<file path="config.mk">
export PLATFORM = sky130hd
export DESIGN_NAME = base64_codec
export DESIGN_NICKNAME = d
export VERILOG_FILES = /design/src/design/b64_pkg.sv /design/src/design/base64_codec.sv /design/src/design/b64_front.sv /design/src/design/b64_fifo.sv /design/src/design/b64_back.sv
export VERILOG_INCLUDE_DIRS = /design/src /design/src/design
export SDC_FILE = /design/constraint.sdc
export NUM_CORES = 1
export LEC_CHECK = 0
export BUFFER_PORTS_ARGS = -buffer_cell sky130_fd_sc_hd__buf_2
export CAP_MARGIN = 25
export CORE_MARGIN = 3
export CORE_UTILIZATION = 35
export CTS_CLUSTER_SIZE = 24
export DETAILED_ROUTE_END_ITERATION = 7
export PLACE_DENSITY = 0.54
export SLEW_MARGIN = 40
export SYNTH_ARGS = -nofsm -noshare
export SYNTH_HDL_FRONTEND = slang
export SYNTH_HIERARCHICAL = 1
export SYNTH_SLANG_ARGS = --single-unit
</file>
<file path="constraint.sdc">
create_clock -name clk -period 5.3 [get_ports clk]
set_input_delay 0.795 -clock clk [delete_from_list [all_inputs] [get_ports clk]]
set_output_delay 0.795 -clock clk [all_outputs]
set_load 0.05 [all_outputs]
</file>
<file path="src/design/base64_codec_defines.svh">
// assertion helpers shared by the codec modules
`ifndef BASE64_CODEC_DEFINES_SVH
`define BASE64_CODEC_DEFINES_SVH

// same-cycle implication, checked outside reset
`define B64_ASSERT_NOW(label, ante, cons) \
  label: assert property (@(posedge clk) disable iff (!rst_n) (ante) |-> (cons)) \
    else $error("base64 codec check failed");

// next-cycle implication, checked outside reset
`define B64_ASSERT_NEXT(label, ante, cons) \
  label: assert property (@(posedge clk) disable iff (!rst_n) (ante) |=> (cons)) \
    else $error("base64 codec check failed");

`endif

</file>
<file path="src/design/b64_pkg.sv">
`default_nettype none

package b64_pkg;

  localparam int FIFO_DEPTH = 2;
  localparam int FIFO_PTR_W = (FIFO_DEPTH > 1) ? $clog2(FIFO_DEPTH) : 1;
  localparam int FIFO_CNT_W = $clog2(FIFO_DEPTH + 1);

  localparam logic [7:0] CHAR_PAD   = 8'h3D;
  localparam logic [7:0] CHAR_PLUS  = 8'h2B;
  localparam logic [7:0] CHAR_SLASH = 8'h2F;
  localparam logic [7:0] CHAR_UC_A  = 8'h41;
  localparam logic [7:0] CHAR_UC_Z  = 8'h5A;
  localparam logic [7:0] CHAR_LC_A  = 8'h61;
  localparam logic [7:0] CHAR_LC_Z  = 8'h7A;
  localparam logic [7:0] CHAR_ZERO  = 8'h30;
  localparam logic [7:0] CHAR_NINE  = 8'h39;

  localparam logic [0:0] REG_MODE = 1'b0;

  localparam logic MODE_ENCODE = 1'b0;
  localparam logic MODE_DECODE = 1'b1;

  typedef enum logic [1:0] {
    JOB_ENC = 2'd0,
    JOB_DEC = 2'd1,
    JOB_ERR = 2'd2
  } job_kind_t;

  // one finished group handed from front to back
  // cnt: encode -> chars taken from data minus one, decode -> bytes minus one
  typedef struct packed {
    job_kind_t   kind;
    logic [23:0] bits;
    logic [1:0]  cnt;
    logic        last;
  } job_t;

  typedef struct packed {
    logic full;
    logic empty;
  } fifo_stat_t;

  function automatic logic [7:0] sextet_to_char(input logic [5:0] s);
    logic [7:0] s8;
    logic [7:0] c;
    s8 = {2'b00, s};
    if (s8 < 8'd26) begin
      c = CHAR_UC_A + s8;
    end else if (s8 < 8'd52) begin
      c = CHAR_LC_A + s8 - 8'd26;
    end else if (s8 < 8'd62) begin
      c = CHAR_ZERO + s8 - 8'd52;
    end else if (s8 == 8'd62) begin
      c = CHAR_PLUS;
    end else begin
      c = CHAR_SLASH;
    end
    return c;
  endfunction

  function automatic logic [5:0] char_to_sextet(input logic [7:0] c);
    logic [7:0] t;
    if (c >= CHAR_UC_A && c <= CHAR_UC_Z) begin
      t = c - CHAR_UC_A;
    end else if (c >= CHAR_LC_A && c <= CHAR_LC_Z) begin
      t = c - CHAR_LC_A + 8'd26;
    end else if (c >= CHAR_ZERO && c <= CHAR_NINE) begin
      t = c - CHAR_ZERO + 8'd52;
    end else if (c == CHAR_PLUS) begin
      t = 8'd62;
    end else if (c == CHAR_SLASH) begin
      t = 8'd63;
    end else begin
      t = 8'd0;
    end
    return t[5:0];
  endfunction

endpackage

`default_nettype wire

</file>
<file path="src/design/base64_codec.sv">
// base64 codec, standard alphabet with '=' padding
// input channel (in_valid / in_stall): one byte or character per beat, in_last
// closes the stream. result channel (out_valid / out_stall): one character or
// byte per beat, out_last on the final beat of the stream, out_length_error on
// the single beat that ends a decode stream of bad length.
// mode is set over the apb port at address 0 (0 encode, 1 decode); a write
// restarts the group; the user must make it only while the block is idle,
// as the block itself does not enforce it. a beat that completes a group is
// written into the group queue, and its first result is then loaded into the
// result register, which sends one beat per cycle while the receiver does not
// stall; a two-entry group queue lets input keep flowing while results
// drain. when the receiver stalls, the result register holds its beat, the
// queue fills and in_stall rises once both entries are taken.
// reset clears mode to encode and empties the group and the queue.
`default_nettype none

module base64_codec import b64_pkg::*; (
  input  wire logic        clk,
  input  wire logic        rst_n,
  input  wire logic        cfg_psel,
  input  wire logic        cfg_penable,
  input  wire logic        cfg_pwrite,
  input  wire logic [2:0]  cfg_paddr,
  input  wire logic [31:0] cfg_pwdata,
  output logic [31:0]      cfg_prdata,
  output logic             cfg_pready,
  input  wire logic        in_valid,
  output logic             in_stall,
  input  wire logic [7:0]  in_byte,
  input  wire logic        in_last,
  output logic             out_valid,
  input  wire logic        out_stall,
  output logic [7:0]       out_byte,
  output logic             out_last,
  output logic             out_length_error
);

  logic       mode_r, mode_nxt;
  logic       cfg_wr;
  logic       push;
  logic       pop;
  job_t       push_job;
  job_t       head;
  fifo_stat_t q_stat;

  assign cfg_pready = 1'b1;
  assign cfg_wr     = cfg_psel && cfg_penable && cfg_pwrite && cfg_pready
                      && (cfg_paddr[2] == REG_MODE) && (cfg_paddr[1:0] == 2'b00);
  assign mode_nxt   = cfg_wr ? cfg_pwdata[0] : mode_r;
  assign cfg_prdata = (cfg_paddr[2] == REG_MODE) ? {31'b0, mode_r} : 32'b0;

  always_ff @(posedge clk) begin
    if (!rst_n) begin
      mode_r <= MODE_ENCODE;
    end else begin
      mode_r <= mode_nxt;
    end
  end

  b64_front u_front (
    .clk      (clk),
    .rst_n    (rst_n),
    .mode     (mode_r),
    .clear    (cfg_wr),
    .in_valid (in_valid),
    .in_stall (in_stall),
    .in_byte  (in_byte),
    .in_last  (in_last),
    .q_stat   (q_stat),
    .push     (push),
    .push_job (push_job)
  );

  b64_fifo u_fifo (
    .clk      (clk),
    .rst_n    (rst_n),
    .push     (push),
    .push_job (push_job),
    .pop      (pop),
    .head     (head),
    .stat     (q_stat)
  );

  b64_back u_back (
    .clk              (clk),
    .rst_n            (rst_n),
    .head             (head),
    .q_stat           (q_stat),
    .pop              (pop),
    .out_valid        (out_valid),
    .out_stall        (out_stall),
    .out_byte         (out_byte),
    .out_last         (out_last),
    .out_length_error (out_length_error)
  );

endmodule

`default_nettype wire

</file>
<file path="src/design/b64_front.sv">
`default_nettype none
`include "base64_codec_defines.svh"

module b64_front import b64_pkg::*; (
  input  wire logic       clk,
  input  wire logic       rst_n,
  input  wire logic       mode,
  input  wire logic       clear,
  input  wire logic       in_valid,
  output logic            in_stall,
  input  wire logic [7:0] in_byte,
  input  wire logic       in_last,
  input  wire fifo_stat_t q_stat,
  output logic            push,
  output job_t            push_job
);

  logic [23:0] bits_r, bits_nxt;
  logic [1:0]  cnt_r, cnt_nxt;
  logic        twp_r, twp_nxt;

  logic        accept;
  logic [4:0]  enc_shift;
  logic [4:0]  dec_shift;
  logic [23:0] enc_bits;
  logic [23:0] dec_bits;
  logic [1:0]  enc_filled;
  logic        is_pad;
  logic [5:0]  sextet;
  logic [1:0]  drop;

  assign in_stall = q_stat.full;
  assign accept   = in_valid && !q_stat.full;

  always_comb begin
    unique case (cnt_r)
      2'd0:    enc_shift = 5'd16;
      2'd1:    enc_shift = 5'd8;
      default: enc_shift = 5'd0;
    endcase
    unique case (cnt_r)
      2'd0:    dec_shift = 5'd18;
      2'd1:    dec_shift = 5'd12;
      2'd2:    dec_shift = 5'd6;
      default: dec_shift = 5'd0;
    endcase
    enc_bits   = bits_r | ({16'b0, in_byte} << enc_shift);
    enc_filled = (cnt_r >= 2'd2) ? 2'd3 : cnt_r + 2'd1;
    is_pad     = (in_byte == CHAR_PAD);
    sextet     = is_pad ? 6'd0 : char_to_sextet(in_byte);
    dec_bits   = bits_r | ({18'b0, sextet} << dec_shift);
    drop       = in_last ? ({1'b0, is_pad} + {1'b0, twp_r}) : 2'd0;
  end

  always_comb begin
    push          = 1'b0;
    push_job      = '0;
    push_job.kind = JOB_ENC;
    bits_nxt      = bits_r;
    cnt_nxt       = cnt_r;
    twp_nxt       = twp_r;
    if (clear) begin
      bits_nxt = '0;
      cnt_nxt  = '0;
      twp_nxt  = 1'b0;
    end else if (accept) begin
      if (mode == MODE_ENCODE) begin
        if (enc_filled == 2'd3 || in_last) begin
          push          = 1'b1;
          push_job.kind = JOB_ENC;
          push_job.bits = enc_bits;
          push_job.cnt  = enc_filled;
          push_job.last = in_last;
          bits_nxt      = '0;
          cnt_nxt       = '0;
          twp_nxt       = 1'b0;
        end else begin
          bits_nxt = enc_bits;
          cnt_nxt  = enc_filled;
        end
      end else begin
        if (cnt_r == 2'd3) begin
          push          = 1'b1;
          push_job.kind = JOB_DEC;
          push_job.bits = dec_bits;
          push_job.cnt  = 2'd2 - drop;
          push_job.last = in_last;
          bits_nxt      = '0;
          cnt_nxt       = '0;
          twp_nxt       = 1'b0;
        end else if (in_last) begin
          // stream ended inside a group
          push          = 1'b1;
          push_job.kind = JOB_ERR;
          push_job.last = 1'b1;
          bits_nxt      = '0;
          cnt_nxt       = '0;
          twp_nxt       = 1'b0;
        end else begin
          bits_nxt = dec_bits;
          cnt_nxt  = cnt_r + 2'd1;
          if (cnt_r == 2'd0) begin
            twp_nxt = 1'b0;
          end else if (cnt_r == 2'd2) begin
            twp_nxt = is_pad;
          end
        end
      end
    end
  end

  always_ff @(posedge clk) begin
    if (!rst_n) begin
      bits_r <= '0;
      cnt_r  <= '0;
      twp_r  <= 1'b0;
    end else begin
      bits_r <= bits_nxt;
      cnt_r  <= cnt_nxt;
      twp_r  <= twp_nxt;
    end
  end

  `B64_ASSERT_NEXT(a_push_clears_group, push, cnt_r == 2'd0 && bits_r == 24'd0)

endmodule

`default_nettype wire

</file>
<file path="src/design/b64_fifo.sv">
`default_nettype none
`include "base64_codec_defines.svh"

module b64_fifo import b64_pkg::*; (
  input  wire logic clk,
  input  wire logic rst_n,
  input  wire logic push,
  input  wire job_t push_job,
  input  wire logic pop,
  output job_t      head,
  output fifo_stat_t stat
);

  job_t                  mem_r [FIFO_DEPTH];
  logic [FIFO_PTR_W-1:0] wr_ptr_r, wr_ptr_nxt;
  logic [FIFO_PTR_W-1:0] rd_ptr_r, rd_ptr_nxt;
  logic [FIFO_CNT_W-1:0] count_r, count_nxt;

  localparam logic [FIFO_PTR_W-1:0] PTR_LAST = FIFO_PTR_W'(FIFO_DEPTH - 1);
  localparam logic [FIFO_CNT_W-1:0] CNT_FULL = FIFO_CNT_W'(FIFO_DEPTH);

  assign stat.full  = (count_r == CNT_FULL);
  assign stat.empty = (count_r == '0);
  assign head       = mem_r[rd_ptr_r];

  always_comb begin
    wr_ptr_nxt = wr_ptr_r;
    rd_ptr_nxt = rd_ptr_r;
    count_nxt  = count_r;
    if (push) begin
      wr_ptr_nxt = (wr_ptr_r == PTR_LAST) ? '0 : wr_ptr_r + 1'b1;
    end
    if (pop) begin
      rd_ptr_nxt = (rd_ptr_r == PTR_LAST) ? '0 : rd_ptr_r + 1'b1;
    end
    if (push && !pop) begin
      count_nxt = count_r + 1'b1;
    end else if (pop && !push) begin
      count_nxt = count_r - 1'b1;
    end
  end

  always_ff @(posedge clk) begin
    if (push) begin
      mem_r[wr_ptr_r] <= push_job;
    end
  end

  always_ff @(posedge clk) begin
    if (!rst_n) begin
      wr_ptr_r <= '0;
      rd_ptr_r <= '0;
      count_r  <= '0;
    end else begin
      wr_ptr_r <= wr_ptr_nxt;
      rd_ptr_r <= rd_ptr_nxt;
      count_r  <= count_nxt;
    end
  end

  `B64_ASSERT_NOW(a_no_overflow, push, !stat.full)
  `B64_ASSERT_NOW(a_no_underflow, pop, !stat.empty)

endmodule

`default_nettype wire

</file>
<file path="src/design/b64_back.sv">
`default_nettype none
`include "base64_codec_defines.svh"

module b64_back import b64_pkg::*; (
  input  wire logic       clk,
  input  wire logic       rst_n,
  input  wire job_t       head,
  input  wire fifo_stat_t q_stat,
  output logic            pop,
  output logic            out_valid,
  input  wire logic       out_stall,
  output logic [7:0]      out_byte,
  output logic            out_last,
  output logic            out_length_error
);

  logic       valid_r, valid_nxt;
  logic [1:0] k_r, k_nxt;
  logic [7:0] byte_r;
  logic       last_r;
  logic       err_r;

  logic       load;
  logic       final_beat;
  logic [7:0] res_byte;
  logic       res_last;
  logic       res_err;
  logic [5:0] sextet;

  assign out_valid        = valid_r;
  assign out_byte         = byte_r;
  assign out_last         = last_r;
  assign out_length_error = err_r;

  always_comb begin
    unique case (k_r)
      2'd0:    sextet = head.bits[23:18];
      2'd1:    sextet = head.bits[17:12];
      2'd2:    sextet = head.bits[11:6];
      default: sextet = head.bits[5:0];
    endcase
  end

  // build the beat at index k_r of the head job
  always_comb begin
    res_byte   = 8'd0;
    res_last   = 1'b0;
    res_err    = 1'b0;
    final_beat = 1'b1;
    unique case (head.kind)
      JOB_ENC: begin
        res_byte   = (k_r <= head.cnt) ? sextet_to_char(sextet) : CHAR_PAD;
        final_beat = (k_r == 2'd3);
        res_last   = head.last && final_beat;
      end
      JOB_DEC: begin
        unique case (k_r)
          2'd0:    res_byte = head.bits[23:16];
          2'd1:    res_byte = head.bits[15:8];
          default: res_byte = head.bits[7:0];
        endcase
        final_beat = (k_r == head.cnt);
        res_last   = head.last && final_beat;
      end
      JOB_ERR: begin
        res_last = 1'b1;
        res_err  = 1'b1;
      end
      default: begin
        final_beat = 1'b1;
      end
    endcase
  end

  assign load = !q_stat.empty && (!valid_r || !out_stall);
  assign pop  = load && final_beat;

  always_comb begin
    valid_nxt = valid_r;
    k_nxt     = k_r;
    if (load) begin
      valid_nxt = 1'b1;
      k_nxt     = final_beat ? 2'd0 : k_r + 2'd1;
    end else if (!out_stall) begin
      valid_nxt = 1'b0;
    end
  end

  always_ff @(posedge clk) begin
    if (!rst_n) begin
      valid_r <= 1'b0;
      k_r     <= '0;
    end else begin
      valid_r <= valid_nxt;
      k_r     <= k_nxt;
    end
  end

  always_ff @(posedge clk) begin
    if (load) begin
      byte_r <= res_byte;
      last_r <= res_last;
      err_r  <= res_err;
    end
  end

  `B64_ASSERT_NOW(a_err_is_last, valid_r && err_r, last_r && byte_r == 8'd0)

endmodule

`default_nettype wire

</file>
== After elaboration in Yosys (flattened, before gate mapping) ==
Memories as Yosys holds them, arrays and structs flattened. A register that Yosys moved wholly into a read port is not among the register bits.
Cells that the tools add are included.

* Add/subtract/negate cells: 18
* $lt $le $gt $ge: 11
* Equal/unequal tests: 17
* Shift-type cells: 2
* Mux-type cells: 61
* Bitwise operators: 4
* Reduce and logical (&&, ||, !) cells: 31

{| class="wikitable"
|+ Operators with widths
! kind !! number
|-
| two-way mux 24 bit || 4
|-
| two-way mux 29 bit || 3
|-
| bitwise OR 24 bit || 2
|-
| two-way mux 6 bit || 6
|-
| two-way mux 8 bit || 4
|-
| one-hot mux 8 bit (2 select lines) || 2
|-
| two-way mux 27 bit || 1
|-
| two-way mux 26 bit || 1
|-
| equality test 8 x 6 -> 1 bit (second input constant) || 3
|-
| left shift 6 x 5 -> 24 bit || 1
|-
| left shift 8 x 5 -> 24 bit || 1
|-
| two-way mux 1 bit || 23
|-
| two-way mux 2 bit || 11
|-
| one-hot mux 6 bit (3 select lines) || 1
|-
| adder 7 x 6 -> 8 bit (first input constant) || 2
|-
| greater-or-equal comparator 8 x 7 -> 1 bit (second input constant) || 2
|-
| <= comparator 8 x 7 -> 1 bit (second input constant) || 2
|-
| one-hot mux 5 bit (3 select lines) || 1
|-
| equality test 2 bit (second input constant) || 7
|-
| logical AND 1 bit || 14
|-
| < comparator 6 bit (second input constant) || 2
|-
| subtractor 6 bit (second input constant) || 2
|-
| logical NOT 2 bit || 5
|-
| one-hot mux 5 bit (2 select lines) || 1
|-
| other kinds (30) || 43
|}

* Flip-flop bits (word level): 45
* Bits in writable memories: 58
* Output and inout port bits: 45
* Logic and storage cells: 157
* Memories: 1

{| class="wikitable"
|+ Memory list
! name !! words !! width !! rd ports !! clocked after memory_dff !! write ports !! RTL line !! source
|-
| u_fifo.mem_r || 2 || 29 || 1 || 1 || 1 || b64_fifo.sv:14 || <nowiki>job_t mem_r [FIFO_DEPTH];</nowiki>
|}

== Logic depth before layout (Yosys ltp) ==
* Depth in word-level cells: 13
* Depth in mapped cells: 13
* Mapped depth without buffers: 11

== Hierarchy ==
Netlist, hierarchy kept.

{| class="wikitable"
|+ By module, submodules not included
! module !! times used !! cells an instance !! area each (µm²)
|-
| b64_front || 1 || 414 || 2975.4
|-
| b64_fifo || 1 || 112 || 2308.5
|-
| b64_back || 1 || 178 || 1458.9
|-
| base64_codec || 1 || 41 || 320.3
|}

== Least setup slack after synthesis ==
No wires, ideal clock.

* Path type: in2reg
* Start point: input port in_last
* End point: memory u_fifo/mem_r[0][0] (netlist bit) (enable)
* Library setup time: 420 ps
* Data arrival time: 3326 ps
* Required time: 4880 ps
* Slack: 1554 ps
* Cell stages on the path: 7
* Path through: clkbuf_1 -> or3b_2 -> clkbuf_1 -> nand3_1 -> clkbuf_1 -> nor2_1 -> nor2b_1

* Word-level cells in the longest chain between the ends: 7

{| class="wikitable"
|+ Ends and longest elaborated chain
! element !! RTL line !! source
|-
| from (decl) || base64_codec.sv:30 || <nowiki>input wire logic in_last,</nowiki>
|-
| two-way mux 1 bit / logical OR 1 bit (equally long branches) || b64_front.sv:91, b64_front.sv:68 ||
|-
| two-way mux 1 bit (on tied branches) || b64_front.sv:82, b64_front.sv:68 ||
|-
| two-way mux 1 bit * || b64_front.sv:67 || <nowiki>if (mode == MODE_ENCODE) begin</nowiki>
|-
| two-way mux 1 bit * || b64_front.sv:66 || <nowiki>end else if (accept) begin</nowiki>
|-
| two-way mux 1 bit * || b64_front.sv:62 || <nowiki>if (clear) begin</nowiki>
|-
| named net push || base64_codec.sv:40 || <nowiki>logic push;</nowiki>
|-
| two-way mux 1 bit * || b64_fifo.sv:44 || <nowiki>if (push) begin</nowiki>
|-
| two-way mux 1 bit (implied by the code) * || b64_fifo.sv:45 || <nowiki>mem_r[wr_ptr_r] <= push_job;</nowiki>
|-
| to (decl) || b64_fifo.sv:14 ||
|}

Mark *: on every way through the listed nets, which the timed path passes. The rest lies on a longest branch.

==> flow_results.org <==
** Run status
- Status :: finished clean

** CTS
- The cell sitting at the root of the clock tree is a sky130_fd_sc_hd__clkbuf_16.
- CTS tree :: done
- Clock H-tree levels :: 3
- Hold repair after CTS inserted 0 buffers.
- Setup Buffers After CTS :: 0
- The later pin in the worst-skew pair is clocked with a latency of between 0.3 and 0.4 ns.
- After clock tree synthesis, the clock-pin slew on the worst setup and hold paths is about 0.080 ns.
- Counting the buffers created by CTS gives 9.
- Number of sinks on the clock net :: 104
- Clock Path Buffers :: 2
- Post-CTS Resized :: 0

** Floorplanning
- Row generation in the floorplan step produced 51 rows.
- Die Area :: approximately 22000 sq um
- Area of the core :: between 15000 and 20000 sq um
- The die is approximately 150 um wide.
- The initial utilization of the core area, before any placement, comes to between 30% and 40%.
- I/O pin count :: 96
- Height of the chip :: 148.1 um

** Layout
- Leaving out fill and tap cells, the most frequent cell in the layout is sky130_fd_sc_hd__edfxtp_1.
- Cells with a size suffix above 1 make up roughly 17% of the layout.
- Area growth, synth to finish :: 7.972%
- The final layout contains between 800 and 900 nets.
- Once layout is complete, the cells apart from fillers number between 1000 and 1500.
- Most used cells in the layout excluding fill and tap cells :: 68 x sky130_fd_sc_hd__edfxtp_1, 60 x sky130_fd_sc_hd__nand2_1, 49 x sky130_fd_sc_hd__nor2_1
- The repair_antennas step left the layout with diodes totalling 0.

** Drt
- Overall routed net length :: 19710 um
- In this run, the number of DRC markers left after iteration 0 of detailed routing was between 600 and 700.
- After detailed routing, the number of vias per cell comes to a little under 6.
- Average detailed-routed wire length per instance :: 19.19 um
- In the routed design, unresolved DRC markers number 0.
- Across all layers, the routed design uses 5977 vias.
- Once detail routing completed, the nets flagged for antenna violations numbered 0.
- Iteration count of the initial detailed-routing pass :: 7

** Logic synthesis
- Cell taking the most area after synthesis :: sky130_fd_sc_hd__edfxtp_1
- During synthesis, Yosys emitted a total of 6 warnings.
- Summed over its instances, the top area cell type makes up between 20% and 30% of the synthesized netlist area.
- Yosys mapped a number of flops with a built-in enable equal to 68.
- The synthesized netlist occupies a cell area of 7063 sq um.
- Distinct cell type count after synthesis :: roughly 90
- Part of the Yosys area used for sequential elements :: between 30% and 40%
- In the synthesized netlist the dominant register cell turns out to be sky130_fd_sc_hd__edfxtp_1.
- Counting flops with an async set or reset pin after synthesis yields a share of 0%.
- Counting flops and latches in the post-synthesis netlist gives 104.
- By area the synthesized netlist is led by sky130_fd_sc_hd__edfxtp_1 29%, sky130_fd_sc_hd__dfxtp_1 10%, sky130_fd_sc_hd__mux2_2 5.1%.
- After synthesis, the mean cell area works out to between 9 and 10 sq um.
- Cells after synthesis :: 745

** Power and ir drop
- VDD sags by at most approximately 0.00019 V.
- Internal power of the cells :: between 1500 and 2000 uW
- Combinational power share :: approximately 47%
- In this run, the clock network consumes approximately a fifth of the power.
- Per report_power, the sequential group accounts for between 30% and 40% of the total.
- Static Leakage :: 0.002705 uW
- Net switching component of the power :: between 1000 and 1500 uW
- Net Sw Frac :: around 44%
- For this design the ratio of total power to cell area is around 430 nW/um^2.

** Timing
- Across the routed clock network, the largest skew measured is about 0.0088 ns.
- At the pin with the least slew margin, the transition time is about 0.87 ns.
- The worst pin sits at a relative slew slack of a little over two fifths.
- After routing, the total negative slack on setup checks comes to 0 ns.
- Fin. Hold Viols :: 0
- Crit path time final :: around 3.8 ns
- Dividing the final minimum period by the clock period gives 72.40%.
- Final Max Tran Viols :: 0
- Based on the critical path, the design can be clocked at up to around 0.26 GHz.
- Across all setup checks in the final design, the least slack found is approximately 1.5 ns.
- RSZ-0062 raised after global routing :: false
- Final setup violation count :: 0

** Setup path
- WP buf/inv :: 2
- STA classifies the critical path startpoint as an input port.
- Worst reg2reg path endpoint :: u_back/out_byte[1]
- The worst setup path is captured at a register.
- R2r worst-path depth :: 8
- At the worst endpoint, the arrival time is a little under 4 ns.
- Cell-by-cell trace of the critical path :: buf_2 -> inv_1 -> ha_1 -> nor2b_1 -> a2bb2oi_2 -> nor4_1 -> a2111oi_0 -> nor3_1 -> a21boi_1 -> o21ai_0
- In this run the critical register-to-register path is launched from u_back/k_r[0].
- On the worst path, the slowest cell contributes a delay of ~0.65 ns.
- Grouping stages by cell kind, the critical path spends the most delay in compound AO/OA/AOI/OAI gates.
- Worst R2R Setup Slack :: around 1.8 ns
- Start-to-end type of the worst setup path :: in2reg
- Slowest cell on the critical path :: sky130_fd_sc_hd__a2111oi_0
- Critical path required time :: 5.36 ns
- Along the worst path, the maximum fanout reaches 15.

** Placed design
- DP HPWL :: between 10000 and 15000 um
- PortBufs :: 32
- Final weighted congestion in routability-driven placement :: approximately 0.94
- Counting tap cells, the placed design contains a total of just over 1000 instances.
- Minimum setup slack after placement :: 1.292 ns

** GRT
- Vias in the first global route :: 5450
- First-pass GRT wire length :: 30590 um
- Largest net degree at the start of global routing :: 30
- In the global route stage, overall resource usage came out at about 18%.
- Global routing finished with a remaining overflow of 0.
- Number of antenna violations at the first check in global routing :: 0

** Hold path
- Worst min-delay path startpoint :: u_front/bits_r[7]
- Counting instances, the worst hold path has a depth of 2.
- The path with the worst hold slack has its endpoint at u_front/bits_r[7].
- Worst Hold Class :: reg2reg

** Flow run
- Across the run, the number of max-cap violations was 0.
==> metrics by stage <==
step / util [%] / area [sq um] / hold WS (ns) / total power (uW)
5_1_grt: 38.80 / 7626 / 0.4860 / 3470
6_report: 38.80 / 7626 / 0.4542 / 3280
2_1_floorplan: - / 7176 / 0.4258 / 2248
4_1_cts: 38.73 / 7612 / 0.4527 / 3271
3_5_place_dp: 37.22 / 7316 / 0.4425 / 2603
3_3_place_gp: 37.17 / 7306 / 0.4374 / 2620
==> routing by layer <==
layer	global-route usage, %	wire length [um]	vias to the layer above	part of all wire [%]
li1	-	-	2813	-
met1	23.84	8644	2836	44
met2	28.27	9209	276	47
met3	3.809	1374	52	7.0
met4	5.266	484	0	2.5
met5	0	0	-	0
==> sequential cells by signal, summed over array words and instances, names as in the netlist, named ones only <==
name and cells:
u_back/out_valid 1, u_back/out_byte 8, mode_r 1, u_front/bits_r 24, u_fifo/wr_ptr_r 1, u_fifo/mem_r 58
u_back/out_length_error 1, u_back/k_r 2, u_fifo/count_r 2, u_back/out_last 1, u_front/twp_r 1, u_front/cnt_r 2
u_fifo/rd_ptr_r 1
==> cell families after synthesis <==
logic type | share of synthesized area, %
other | 0.1063
adder cells (fa/ha/maj) | 4.606
XOR/XNOR | 0.9919
AO/OA/AOI/OAI | 23.97
flip-flops | 39.11
buffers and inverters | 7.759
multiplexers | 5.952
AND/OR/NAND/NOR | 17.50
==> power groups by stage <==
stage,registers (uW),clock network [uW],logic (uW)
after global routing,1080,714,1680
after floorplan,1230,0,1020
final,1070,660,1550
after detailed placement,1090,0,1520
after CTS,1070,682,1520
after global placement,1090,0,1530
==> worst register-to-register path, stage by stage (launching register included) <==
cell,delay [ns]
sky130_fd_sc_hd__dfxtp_1,0.44
sky130_fd_sc_hd__ha_1,0.55
sky130_fd_sc_hd__inv_1,0.36
sky130_fd_sc_hd__mux2i_1,0.56
sky130_fd_sc_hd__ha_1,0.45
sky130_fd_sc_hd__nor2_1,0.11
sky130_fd_sc_hd__a21o_1,0.26
sky130_fd_sc_hd__a32o_1,0.29
sky130_fd_sc_hd__a211o_1,0.29
==> how the worst max path moves through the flow <==
stage / from / end / cells past startpoint
2_1_floorplan: in_last / u_fifo/mem_r[0][0] / 7
3_3_place_gp: in_byte[1] / u_fifo/mem_r[0][8] / 10
3_5_place_dp: in_byte[2] / u_fifo/mem_r[0][12] / 10
4_1_cts: register / u_back/out_byte[1] / 6
5_1_grt: in_byte[1] / u_fifo/mem_r[0][23] / 10
6_report: in_byte[1] / u_fifo/mem_r[1][8] / 10
==> final cells by class <==
type	instances	area, sq um
clock buffers	9	225.2
clock inverters	7	71.32
fillers	1998	12030
inverters	27	101.3
multi-input cells	570	3880
flip-flops and latches	104	2764
well taps	265	331.6
repair buffers	45	252.7
==> cell usage after synthesis, types with 4 or more instances <==
master,number
sky130_fd_sc_hd__o2111ai_1,5
sky130_fd_sc_hd__a31o_2,4
sky130_fd_sc_hd__nand2b_1,12
sky130_fd_sc_hd__mux2_2,32
sky130_fd_sc_hd__clkbuf_1,26
sky130_fd_sc_hd__nor2b_1,15
sky130_fd_sc_hd__buf_6,4
sky130_fd_sc_hd__buf_2,8
sky130_fd_sc_hd__a211oi_1,5
sky130_fd_sc_hd__o221ai_1,6
sky130_fd_sc_hd__edfxtp_1,68
sky130_fd_sc_hd__o2bb2ai_1,4
sky130_fd_sc_hd__xnor2_1,4
sky130_fd_sc_hd__or3_1,5
sky130_fd_sc_hd__a32oi_1,7
sky130_fd_sc_hd__nor3b_1,5
sky130_fd_sc_hd__and2_1,9
sky130_fd_sc_hd__nor3_1,20
sky130_fd_sc_hd__nand3_1,18
sky130_fd_sc_hd__mux2i_1,6
sky130_fd_sc_hd__a31oi_1,14
sky130_fd_sc_hd__dfxtp_1,36
sky130_fd_sc_hd__o21a_1,4
sky130_fd_sc_hd__nor4_1,9
sky130_fd_sc_hd__xor2_1,4
sky130_fd_sc_hd__a311oi_1,4
sky130_fd_sc_hd__o31ai_1,10
sky130_fd_sc_hd__o22ai_1,14
sky130_fd_sc_hd__a222oi_1,7
sky130_fd_sc_hd__a22oi_1,21
sky130_fd_sc_hd__buf_4,34
sky130_fd_sc_hd__inv_1,25
sky130_fd_sc_hd__nor2_1,49
sky130_fd_sc_hd__o21ai_0,38
sky130_fd_sc_hd__nand2_1,60
sky130_fd_sc_hd__a21oi_1,38
sky130_fd_sc_hd__ha_1,26
(Power assumes the default switching activity.)
